--- config.mk ---
export PLATFORM = sky130hd
export DESIGN_NAME = lavm_front
export DESIGN_NICKNAME = d
export VERILOG_FILES = /design/src/hw/rtl/lavm_pkg.sv /design/src/hw/rtl/lavm_front.sv
export VERILOG_INCLUDE_DIRS = /design/src /design/src/hw/rtl
export SDC_FILE = /design/constraint.sdc
export NUM_CORES = 1
export LEC_CHECK = 0
export BUFFER_PORTS_ARGS = -buffer_cell sky130_fd_sc_hd__clkbuf_2
export CAP_MARGIN = 20
export CELL_PAD_IN_SITES_DETAIL_PLACEMENT = 0
export CELL_PAD_IN_SITES_GLOBAL_PLACEMENT = 1
export CORE_UTILIZATION = 45
export DETAILED_ROUTE_END_ITERATION = 16
export PLACE_DENSITY = 0.81
export SYNTH_ARGS = -nofsm -noshare
export SYNTH_HDL_FRONTEND = slang
export SYNTH_SLANG_ARGS = --single-unit
--- constraint.sdc ---
create_clock -name clk -period 18.1 [get_ports clk]
set_input_delay 3.62 -clock clk [delete_from_list [all_inputs] [get_ports clk]]
set_output_delay 3.62 -clock clk [all_outputs]
set_load 0.005 [all_outputs]
--- src/hw/rtl/look_at_view_matrix_top_assert.svh ---
// Assertion macros shared by the look-at view matrix RTL.
// Expects a clock named clk and an active-high reset named rst in scope.
`ifndef LOOK_AT_VIEW_MATRIX_TOP_ASSERT_SVH
`define LOOK_AT_VIEW_MATRIX_TOP_ASSERT_SVH

// Same-cycle implication.
`define LAVM_ASSERT(lbl, pre, post) \
  lbl: assert property (@(posedge clk) disable iff (rst) (pre) |-> (post)) \
    else $error("lavm: same-cycle check failed");

// Next-cycle implication.
`define LAVM_ASSERT_NEXT(lbl, pre, post) \
  lbl: assert property (@(posedge clk) disable iff (rst) (pre) |=> (post)) \
    else $error("lavm: next-cycle check failed");

`endif

--- src/hw/rtl/lavm_pkg.sv ---
// Types and constants for the look-at view matrix block.
// No dependencies.
`default_nettype none

package lavm_pkg;

  localparam int COORD_W = 32;
  localparam int IN_W    = 9 * COORD_W;
  localparam int QDEPTH  = 2;
  localparam int QPTR_W  = $clog2(QDEPTH);

  localparam logic [1:0] ROW_LEFT = 2'd0;
  localparam logic [1:0] ROW_UP   = 2'd1;
  localparam logic [1:0] ROW_FWD  = 2'd2;

  // One camera item as queued between front and back.
  typedef struct packed {
    logic [2:0][31:0] eye;
    logic [2:0][32:0] dif;
    logic [2:0][31:0] upw;
  } cam_t;

  // One result row.
  typedef struct packed {
    logic [1:0]  row_index;
    logic [31:0] axis_x;
    logic [31:0] axis_y;
    logic [31:0] axis_z;
    logic [31:0] offset;
    logic        last_row;
    logic        degenerate;
  } row_t;

endpackage

`default_nettype wire

--- src/hw/rtl/lavm_front.sv ---
// Front end: accepts camera words, forms eye - aim and queues the item.
// Depends on lavm_pkg and look_at_view_matrix_top_assert.svh.
`default_nettype none

module lavm_front import lavm_pkg::*; (
  input  wire logic            clk,
  input  wire logic            rst,
  input  wire logic            s_tvalid,
  output logic                 s_tready,
  input  wire logic [IN_W-1:0] s_tdata,
  input  wire logic            q_pop,
  output logic                 q_valid,
  output cam_t                 q_data
);

  cam_t                entry [QDEPTH];
  cam_t                incoming;
  logic [QPTR_W-1:0]   wr_ptr;
  logic [QPTR_W-1:0]   rd_ptr;
  logic [QPTR_W:0]     qcount;
  logic                push;
  logic                pop;

  always_comb begin
    for (int i = 0; i < 3; i++) begin
      incoming.eye[i] = s_tdata[32*i +: 32];
      incoming.upw[i] = s_tdata[192 + 32*i +: 32];
      incoming.dif[i] = {s_tdata[32*i + 31], s_tdata[32*i +: 32]}
                      - {s_tdata[96 + 32*i + 31], s_tdata[96 + 32*i +: 32]};
    end
  end

  assign s_tready = (qcount != (QPTR_W+1)'(QDEPTH));
  assign push     = s_tvalid && s_tready;
  assign q_valid  = (qcount != '0);
  assign pop      = q_pop && q_valid;
  assign q_data   = entry[rd_ptr];

  always_ff @(posedge clk) begin
    if (push) begin
      entry[wr_ptr] <= incoming;
    end
  end

  always_ff @(posedge clk) begin
    if (rst) begin
      wr_ptr <= '0;
      rd_ptr <= '0;
      qcount <= '0;
    end else begin
      if (push) begin
        wr_ptr <= wr_ptr + 1'b1;
      end
      if (pop) begin
        rd_ptr <= rd_ptr + 1'b1;
      end
      qcount <= qcount + (QPTR_W+1)'(push) - (QPTR_W+1)'(pop);
    end
  end

`include "look_at_view_matrix_top_assert.svh"

  `LAVM_ASSERT(a_q_bound, 1'b1, qcount <= (QPTR_W+1)'(QDEPTH))
  `LAVM_ASSERT_NEXT(a_q_push_seen, push && !q_valid, q_valid)

endmodule

`default_nettype wire

# == After elaboration in Yosys (flattened, before gate mapping) ==
# Memory sizes are Yosys's and may differ from the RTL's. A register that Yosys moved wholly into a read port is not among the register bits.
# Index checks and enable logic that the tools add are counted.
# word_totals
out_inout_bits,293
mem_bits_rw,582
regBits,4
n_memories,1
word_cells,19
# op_classes
muxes,4
n_reduce_logical,3
eq_ne,1
addsub,7
# mem_list
memory,words,word_bits,read_ports,rd_ports_with_merged_regs,write_ports,line,source
entry,2,291,1,1,1,lavm_front.sv:16,cam_t entry [QDEPTH];
# ops
op,count
32-bit by 32-bit subtractor with 33-bit output,3
1-bit 2-to-1 mux,4
"1-bit adder, second input constant",2
2-bit by 1-bit adder with 2-bit output,1
1-bit logical AND,2
"2-bit != test, second input constant",1
2-bit nonzero test,1
2-bit by 1-bit subtractor with 2-bit output,1

# == Longest topological paths before layout ==
# Gate-level depths: netlist of the first run.
# depth
depth_word,4
ltp_mapped,11
ltp_nobuf,11

# == Least setup slack after synthesis of the first run ==
# OpenSTA, ideal clock, no wires.
# synth_timing
path_kind,in2reg
from,input s_tvalid
to,memory entry[0][0] (netlist name) (enable)
path_buffers,0
stages,2
arrival_ns,15.761
slack_ns,1.390
cell_sequence,nand2_1 nor2_1
# synth_via
elab_chain_len,3
# synth_rtl
element,line,source
"start, declared",lavm_front.sv:8,"input wire logic s_tvalid,"
1-bit logical AND,lavm_front.sv:34,assign push = s_tvalid && s_tready;
1-bit 2-to-1 mux,lavm_front.sv:40,if (push) begin
1-bit 2-to-1 mux (not written as such),lavm_front.sv:41,entry[wr_ptr] <= incoming;
"end, declared",lavm_front.sv:16,
# No other way between the ends.

==> metrics.txt, run 1 <==
Reg2Reg Launch Point qcount[0]; Max Cap Viol 0; Final Power 4.09 mW; largest family of logic cells by synthesized area multiplexers; unrepaired setup endpoints after global routing false; VDD IR max 0.0864 mV; min-delay src rd_ptr; Skew-Pair Late Insertion Delay 0.61 ns; post-synthesis sequential area ratio between 60% and 70%; maximum clock frequency 0.152 GHz; Distinct cells, synth 65; #FFs+latches synth 587; startpoint types register; Routed Wire Length around 65000 um; top-level port count just under 600; initial antenna violation count 10; root buffer cell clkbuf_16; CTS resizes 0; Synth Area in Compound Gates between 6 and 7%; Post-Synth XOR/XNOR Area under 10%; vias in the first global route 16873; number of synthesized flops with an enable pin 582; CTS Buf Count about 60; final setup violation count 0; via-per-instance ratio 5.25; setup bufs post-CTS 0; CTS tree yes; sum of negative setup slack 0 ns; GRT overflow 0; per-cell routed wire length approximately 21 um; critical setup path kind register to output port; HP Class register to register; DP Wirelength 47700 um; ys async rst share 0%; share of layout cells above drive strength 1 between 40% and 50%; Post-Syn Area per Cell approximately 15 um^2; GRT Overall Usage 21.3%; Fin. Hold Viols 0; CTS Buffer Depth 3; H-tree depth 2; run status completed; initial drt markers 971; DR pass1 iterations 5; Die W 244 um; Synth Area in Simple Gates 3.86%; die area 59600 um^2; Finished Core Util 55.6%; net count after synthesis 2124; first-pass GRT wire length 97400 um; Setup crit end kind output port; Tcrit/Tclk final 36.3%; synthesized instance count 1731; area of the core around 58000 um^2; post-synthesis mux area share 12.5%; clock skew 0.0159 ns; Max-slew headroom 14.5%; drt drc 0; ys flop type edfxtp_1; clock tree sinks 587; routed via count ~17000; P per Cell Area 127 nW/um^2; die height approximately 240 um; R2R cell count 5; Worst-Margin Slew 1.28 ns; Area growth syn-to-layout 21.8%; routability congestion estimate 0.895; CTS clk-pin slew, worst paths 0.06 ns; CP arrival around 3 ns; nets 2732; adder-cell share of the synthesized area 4.88%; Final Max Slew Viols 0; row cnt 88; PortBufs 584; Worst R2R Setup Slack 14.32 ns; largest net degree at the start of global routing 165; synthesis warning total 0; Worst R2R End entry[0][121]; Pleak approximately 13 nW; post-layout min period 6.57 ns; Starting Density 45.6%; # hold bufs at CTS 0; CP required around 14 ns; CP max FO 158; ANT nets after route 0; Mapped Area 26400 um^2; hold path cells 2
-- worst max-delay path by stage --
stage | from | to | depth (start not counted)
2_1_floorplan | s_tvalid | entry[0][0] | 2
3_3_place_gp | s_tvalid | entry[0][265] | 5
3_5_place_dp | s_tvalid | entry[0][15] | 5
6_report | register | q_data[130] | 3
4_1_cts | register | q_data[194] | 3
5_1_grt | register | q_data[130] | 3
-- area by class of cell --
type	count	area (um^2)
Sequential cell	587	17600
Inverter	123	462
Multi-Input combinational cell	973	8180
Tap cell	765	957
Clock buffer	69	1560
Fill cell	4776	25700
Clock inverter	35	357
Timing Repair Buffer	593	3040
Antenna cell	3	7.51
-- cells in the mapped netlist, types with 13 or more instances --
cell type    n  area [um^2]
inv_1      123          462
o21ai_0     25          125
xor2_1      32          280
nor2b_1     16          100
nand3_1     19         95.1
ha_1        98         1230
nand2_1     64          240
edfxtp_1   582        17500
clkbuf_1    48          180
o21a_1      18          135
xnor2_1     55          482
nor3_1      14         70.1
nor2_1      56          210
a21oi_1     91          455
mux2_2     292         3290
o21ai_1     24          120
a21o_1      28          210
a31oi_1     13         81.3
-- metrics by stage --
| stage | cells | hold slack [ns] | cell area, um^2 | worst slack, ns |
|---|---|---|---|---|
| detailed placement | 3040 | 0.504 | 30200 | 11.24 |
| CTS | 3144 | 0.522 | 32100 | 11.34 |
| global placement | 3040 | 0.498 | 30200 | 11.25 |
| floorplan | 1731 | 0.481 | 26400 | 1.39 |
| finish | 3148 | 0.514 | 32100 | 11.53 |
| global route | 3148 | 0.558 | 32100 | 11.39 |
-- per-layer routing --
metal  track usage (%)  share of wire (%)  vias to the layer above
met5                 0               0.13                        -
met4              6.82                2.8                       14
met3              5.72                6.9                      119
met2              36.5                 50                      528
met1              26.2                 41                     8097
li1                  -                  -                     7773
-- cells in the final DEF (no fill, tap or decap), types with 18 or more instances in the layout --
cell / n
mux2_2: 292
o21a_1: 18
nand2_1: 64
a21oi_1: 91
a21o_1: 28
clkbuf_2: 584
edfxtp_1: 582
o21ai_1: 24
nor2_1: 55
xor2_1: 32
clkbuf_16: 61
inv_1: 123
nand3_1: 19
ha_1: 98
o21ai_0: 25
xnor2_1: 55
-- worst max-delay path, cell delays in order, from the launching register on --
cell and delay, ns:
dfxtp_4 0.82, buf_12 0.64, mux2_2 0.42, clkbuf_2 0.19
-- cell families after synthesis --
| logic type | Yosys count |
|---|---|
| adders and majority gates | 101 |
| AOI/OAI and AO/OA | 276 |
| muxes | 293 |
| DFF | 587 |
| buffers and inverters | 171 |
| and+or+nand+nor | 216 |
| xor gates and xnor gates | 87 |
-- power breakdown --
| group | internal (mW) | leakage, nW | switching [mW] | total (mW) |
|---|---|---|---|---|
| Sequential | 1.77 | 5.48 | 0.0556 | 1.82 |
| Clock | 0.710 | 0.929 | 0.497 | 1.21 |
| Combinational | 0.477 | 6.34 | 0.585 | 1.06 |
-- flip-flops by register name (all words and copies together) (netlist names), named ones only --
name	cells
entry	582
rd_ptr	1
qcount	2
wr_ptr	1
Note: power is estimated with default switching activity, not from simulation.
==> inputs of run 2 (changes only) <==
- ABC_AREA: not set -> 1
- CORE_UTILIZATION: 45 -> 44
- clock period: 18.1 -> 6.3 ns (I/O delays scaled with it)
==> run 2 against run 1 <==
  * Combinational power rose to 2.9 times the previous value
  * Hold slack got worse by 0.0054 ns
  * Register-to-register slack worse by 11 ns
==> metrics.txt, run 2 <==
biggest area consumer among synthesized cells edfxtp_1; final setup margin 2.21 ns (-9.32 ns); area of the core 64700 um^2 (+12%); Reg with most FFs entry; Min Hold Slack 0.509 ns (-0.00536 ns); CP cell instances buf_4 -> mux2_2 -> clkbuf_2; largest registers entry: 582 flops, qcount: 2 flops; ys flop type edfxtp_1; final setup violation count 0 (unchanged); initial drt markers 1164 (+20%); root buffer cell clkbuf_16; die height 258 um (+5.8%); ANT nets after route 0 (unchanged); run status completed; CTS Buffer Depth 3 (unchanged); Fin. Hold Viols 0 (unchanged); initial antenna violation count 8 (-2); CP required 5.04 ns (-9.44 ns); HP Class register to register; Worst-Margin Slew 0.913 ns (-0.370 ns); H-tree depth 2 (unchanged); Post-Syn Area per Cell 11.1 um^2 (-27%); row cnt 93 (+5.7%); # hold bufs at CTS 0 (unchanged); ys async rst share 0% (unchanged); Final Max Slew Viols 0 (unchanged); most frequent cells in the layout nand2_1, clkbuf_2, edfxtp_1, inv_1, mux2_2; commonest non-fill, non-tap cell in the layout nand2_1; CTS Buf Count 61 (unchanged); GRT overflow 0 (unchanged); Distinct cells, synth 25 (-62%); DR pass1 iterations 6 (+1); synth cell count leaders nand2_1, edfxtp_1, inv_1, mux2_2, nor2_1; PortBufs 584 (unchanged); routability congestion estimate 0.893 (-0.23%); Pleak 16.1 nW (+27%); Skew-Pair Late Insertion Delay 0.65 ns (+0.04 ns); share of Yosys cell area claimed by the top area cell type 60.5% (-5.7 points); unrepaired setup endpoints after global routing false; P per Cell Area 342 nW/um^2 (+170%); Fillers 5686 (+19%); net count after synthesis 3001 (+41%); Die W 258 um (+5.8%); critical setup path kind register to output port; first-pass GRT wire length 112000 um (+15%); share of layout cells above drive strength 1 30.8% (-10 points); top-level port count 585 (unchanged); maximum clock frequency roughly 0.24 GHz; drt drc 0 (unchanged); startpoint types register; Tcrit/Tclk final 64.9%; delay of the slowest critical-path stage 0.80 ns (-0.02 ns); Mapped Area 28900 um^2 (+9.5%); clock skew 0.0471 ns (+0.0312 ns); Max-slew headroom 39.0% (+25 points); GRT Overall Usage 21.9% (+0.55 points); Setup crit end kind output port; number of synthesized flops with an enable pin 582 (unchanged); synthesis warning total 0 (unchanged); Synth area leaders edfxtp_1, mux2_2, nand2_1, inv_1, ha_1; Routed Wire Length 74300 um (+14%); slowest cell on the critical path dfxtp_4; CP max FO 55 (-65%); via-per-instance ratio 4.84 (-7.9%); dominant cell by count in the synthesized netlist nand2_1; Area growth syn-to-layout 20.8%; DP Worst Slack 2.86 ns (-8.38 ns); synthesized instance count 2608 (+51%); setup bufs post-CTS 0 (unchanged); nets 3626 (+33%); Max Cap Viol 0 (unchanged); DP Wirelength 56700 um (+19%); post-synthesis sequential area ratio 60.9% (-5.8 points); VDD IR max 0.259 mV (+200%); Starting Density 44.6% (-1.0 points); largest net degree at the start of global routing 128 (-22%); vias in the first global route 20368 (+21%); routed via count 20022 (+21%); #FFs+latches synth 587 (unchanged); clock tree sinks 587 (unchanged); per-cell routed wire length 17.9 um (-13%); CTS clk-pin slew, worst paths 0.06 ns (about the same); CTS tree yes; post-layout min period 4.09 ns; CP arrival 2.83 ns (-0.12 ns); die area 66700 um^2 (+12%); max reg flops 582 (unchanged); CTS resizes 0 (unchanged)
run 2: changes by cell type after synthesis, moves of 18 or more:
cell	change
a21o_1	-25
a21oi_1	-28
buf_2	+32
clkbuf_1	-48
inv_1	+358
nand2_1	+681
nand2_2	+24
nand3_1	+47
nor2_1	+72
o21a_1	-18
o21ai_0	-25
o21ai_1	-24
xnor2_1	-48
run 2: routing by layer:
layer,vias to the layer above,share of wire (%),GRT usage (%)
li1,9841,-,-
met1,9351,39,26.1
met2,679,50,38.8
met3,141,7.4,4.98
met4,10,3.0,7.43
met5,-,0.086,0
run 2: cell type report:
cell class / instances / area [um^2] / area share, %
Sequential cell: 587 / 17600 / 50.4
Multi-Input combinational cell: 1506 / 9340 / 26.8
Timing Repair Buffer: 596 / 3080 / 8.81
Inverter: 481 / 1810 / 5.17
Clock buffer: 73 / 1570 / 4.50
Tap cell: 855 / 1070 / 3.07
Clock inverter: 39 / 453 / 1.30
Antenna cell: 3 / 7.51 / 0.0215
run 2: worst paths after layout:
check | from | cells after the start | to | slack (ns)
min | rd_ptr | 2 | rd_ptr | 0.51
max reg2reg | qcount[0] | 5 | entry[0][105] | 3.79
max | register | 3 | q_data[130] | 2.21
min reg2reg | rd_ptr | 2 | rd_ptr | 0.51
run 2: worst max-delay path, delay by kind of cell, from the launching register on:
family	cells	cell delay, ns
multiplexers	1	0.45
buffers and inverters	2	0.81
flip-flops	1	0.80
run 2: logic make-up (layout without fill, tap and decap cells):
| group | after synthesis | after routing | synth area share, % |
|---|---|---|---|
| mux | 291 | 291 | 11.3 |
| fa+ha+maj | 101 | 101 | 4.45 |
| simple gates | 997 | 997 | 13.8 |
| compound gates | 71 | 71 | 1.31 |
| flops | 587 | 587 | 60.9 |
| other cells | 0 | 3 | 0 |
| buf+inv | 515 | 1189 | 6.86 |
| xor+xnor | 46 | 46 | 1.40 |
run 2: power by group:
part	switching (mW)	internal, mW	leakage [nW]
Clock	1.53	2.04	0.963
Sequential	0.177	5.08	5.48
Combinational	1.75	1.34	9.69
Total	3.46	8.47	16.1
run 2: metrics by stage:
step / setup TNS [ns] / cell area, um^2 / cells / utilization (%) / power [mW]
6_report: 0 / 34900 / 4140 / 53.9 / 11.9
5_1_grt: 0 / 34900 / 4140 / 53.9 / 12.5
4_1_cts: 0 / 34900 / 4137 / 53.9 / 12.1
3_5_place_dp: 0 / 32900 / 4025 / 50.8 / 8.46
3_3_place_gp: 0 / 32900 / 4025 / 50.8 / 8.40
2_1_floorplan: -1824.24 / 28900 / 2608 / - / 7.24
==> inputs of run 3 (changes only) <==
- ABC_AREA: 1 -> 0
- CORE_UTILIZATION: 44 -> 40
- PLACE_DENSITY: 0.81 -> 0.76
- clock period: 6.3 -> 3.5 ns (I/O delays scaled with it)
==> run 3 against run 2 <==
  * Worst setup slack worse by 1.7 ns
  * Combinational power increased by 88%
  * Utilization decreased by 3.2 points
  * Clock skew fell by 0.023 ns
  * Highest routed layer unchanged
==> metrics.txt, run 3 (synthesized netlist as in run 1, its figures left out) <==
HP Class input pin to register; Switching Power 6.12 mW (+77%); CP required 3.80 ns (-1.24 ns); unrepaired setup endpoints after global routing false; Finished Core Util 50.8% (-3.2 points); Starting Density 40.7% (-3.9 points); initial drt markers 1005 (-14%); Internal Power 15.7 mW (+86%); final setup violation count 0 (unchanged); R2R cell count 3 (-2); most frequent cells in the layout clkbuf_2, edfxtp_1, mux2_2, inv_1, ha_1; CP max FO 3 (-95%); ANT nets after route 0 (unchanged); initial antenna violation count 8 (unchanged); clock skew 0.0237 ns (-0.0234 ns); sw frac 28.0% (-0.98 points); min-delay src s_tdata[212]; post-layout min period 2.99 ns; drt drc 0 (unchanged); top-level port count 585 (unchanged); CTS Buf Count 67 (+9.8%); crit path launch s_tdata[32]; Worst-Margin Slew 0.638 ns (-0.275 ns); Routed Wire Length 66300 um (-11%); hold path cells 1 (-1); routed via count 16643 (-17%); die height 259 um (+0.24%); startpoint types input pin; root buffer cell clkbuf_16; DR pass1 iterations 5 (-1); Max-slew headroom 57.5% (+18 points); Post-DP Area 30800 um^2 (-6.4%); largest registers entry: 582 flops, qcount: 2 flops; setup bufs post-CTS 0 (unchanged); Max Cap Viol 0 (unchanged); Setup crit end kind register; run status completed; per-cell routed wire length 20.1 um (+12%); Reg2Reg Launch Point qcount[0]; Worst R2R End entry[1][75]; DP Wirelength 49700 um (-12%); max reg flops 582 (unchanged); maximum clock frequency 0.334 GHz; Final Max Slew Viols 0 (unchanged); P per Cell Area 664 nW/um^2 (+94%); via-per-instance ratio 5.06 (+4.5%); GRT overflow 0 (unchanged); die area 67000 um^2 (+0.48%); clock tree sinks 587 (unchanged); GRT Overall Usage 19.4% (-2.5 points); CP arrival 3.29 ns (+0.46 ns); vias in the first global route 17073 (-16%); commonest non-fill, non-tap cell in the layout clkbuf_2; Sequential Power Share 42.8% (-1.3 points); Worst Hold Endpoint entry[1][20]; clock network fraction of design power 30.7% (+0.7 points); CTS tree yes; H-tree depth 3 (+1); Reg with most FFs entry; critical setup path kind input pin to register; Skew-Pair Late Insertion Delay 0.59 ns (-0.06 ns); row cnt 93 (unchanged); Area growth syn-to-layout 24.7%; Pleak 13.1 nW (-19%); # hold bufs at CTS 0 (unchanged); Comb pwr share 26.5% (+0.6 points); CTS Buffer Depth 3 (unchanged); nets 2774 (-23%); Tcrit/Tclk final between 80% and 90%; routability congestion estimate 0.857 (-4.0%); post-route cell area 32900 um^2 (-5.7%); Final Power 21.9 mW (+83%); Fin. Hold Viols 0 (unchanged); area of the core 64800 um^2 (+0.18%); Worst R2R Setup Slack 1.42 ns (-2.37 ns); Die W 259 um (+0.24%); first-pass GRT wire length 99100 um (-12%); share of layout cells above drive strength 1 42.3% (+11 points); CTS resizes 0 (unchanged); VDD IR max 0.386 mV (+49%); CTS clk-pin slew, worst paths 0.06 ns (about the same); PortBufs 584 (unchanged); largest net degree at the start of global routing 95 (-26%)
run 3: worst max-delay path, cell delays in order:
cell and delay, ns:
clkbuf_2 0.10, inv_1 0.04, ha_1 0.27, fa_1 0.44
nor2b_1 0.17, o31a_1 0.23, o2111ai_1 0.16, a31oi_1 0.21
buf_4 0.15, and2b_1 0.21, o211a_1 0.24, o21ai_1 0.21
a41oi_1 0.18
run 3: routing by layer:
metal | vias up | routed length (um) | GRT usage, %
met5 | - | 53 | 0
met4 | 8 | 1780 | 7.38
met3 | 98 | 4320 | 4.64
met2 | 500 | 33600 | 33.3
met1 | 8158 | 26600 | 23.5
li1 | 7879 | - | -
run 3: stage by stage:
| stage | hold WS [ns] | TNS (ns) | setup WS, ns | cells |
|---|---|---|---|---|
| floorplan | 0.481 | -914.91 | -1.97 | 1731 |
| global placement | 0.497 | -0.474 | -0.0934 | 3167 |
| detailed placement | 0.508 | -0.517 | -0.106 | 3167 |
| CTS | 0.250 | 0 | 0.481 | 3288 |
| global route | 0.263 | 0 | 0.327 | 3291 |
| finish | 0.301 | 0 | 0.507 | 3292 |
run 3: power by group through the flow:
stage                     Combinational [mW]  Clock (mW)  Sequential (mW)
final                                   5.80        6.71             9.35
after global placement                  5.84           0             9.45
after detailed placement                5.89           0             9.51
after CTS                               5.93        6.89             9.37
after floorplan                         3.20           0             9.57
after global routing                    6.28        7.16             9.45
run 3: area by class of cell:
cell class                      count  area (um^2)
Antenna cell                        4         10.0
Clock buffer                       86         1770
Clock inverter                     35          345
Fill cell                        5587        31900
Inverter                          123          462
Multi-Input combinational cell    973         8190
Sequential cell                   587        17600
Tap cell                          855         1070
Timing Repair Buffer              629         3470
run 3: how the worst max path moves through the flow:
stage	endpoint	slack (ns)
after global placement	entry[0][155]	-0.09
after CTS	q_data[84]	0.48
after floorplan	entry[0][0]	-1.97
after detailed placement	entry[1][155]	-0.11
after global routing	entry[1][161]	0.33
final	entry[1][161]	0.51
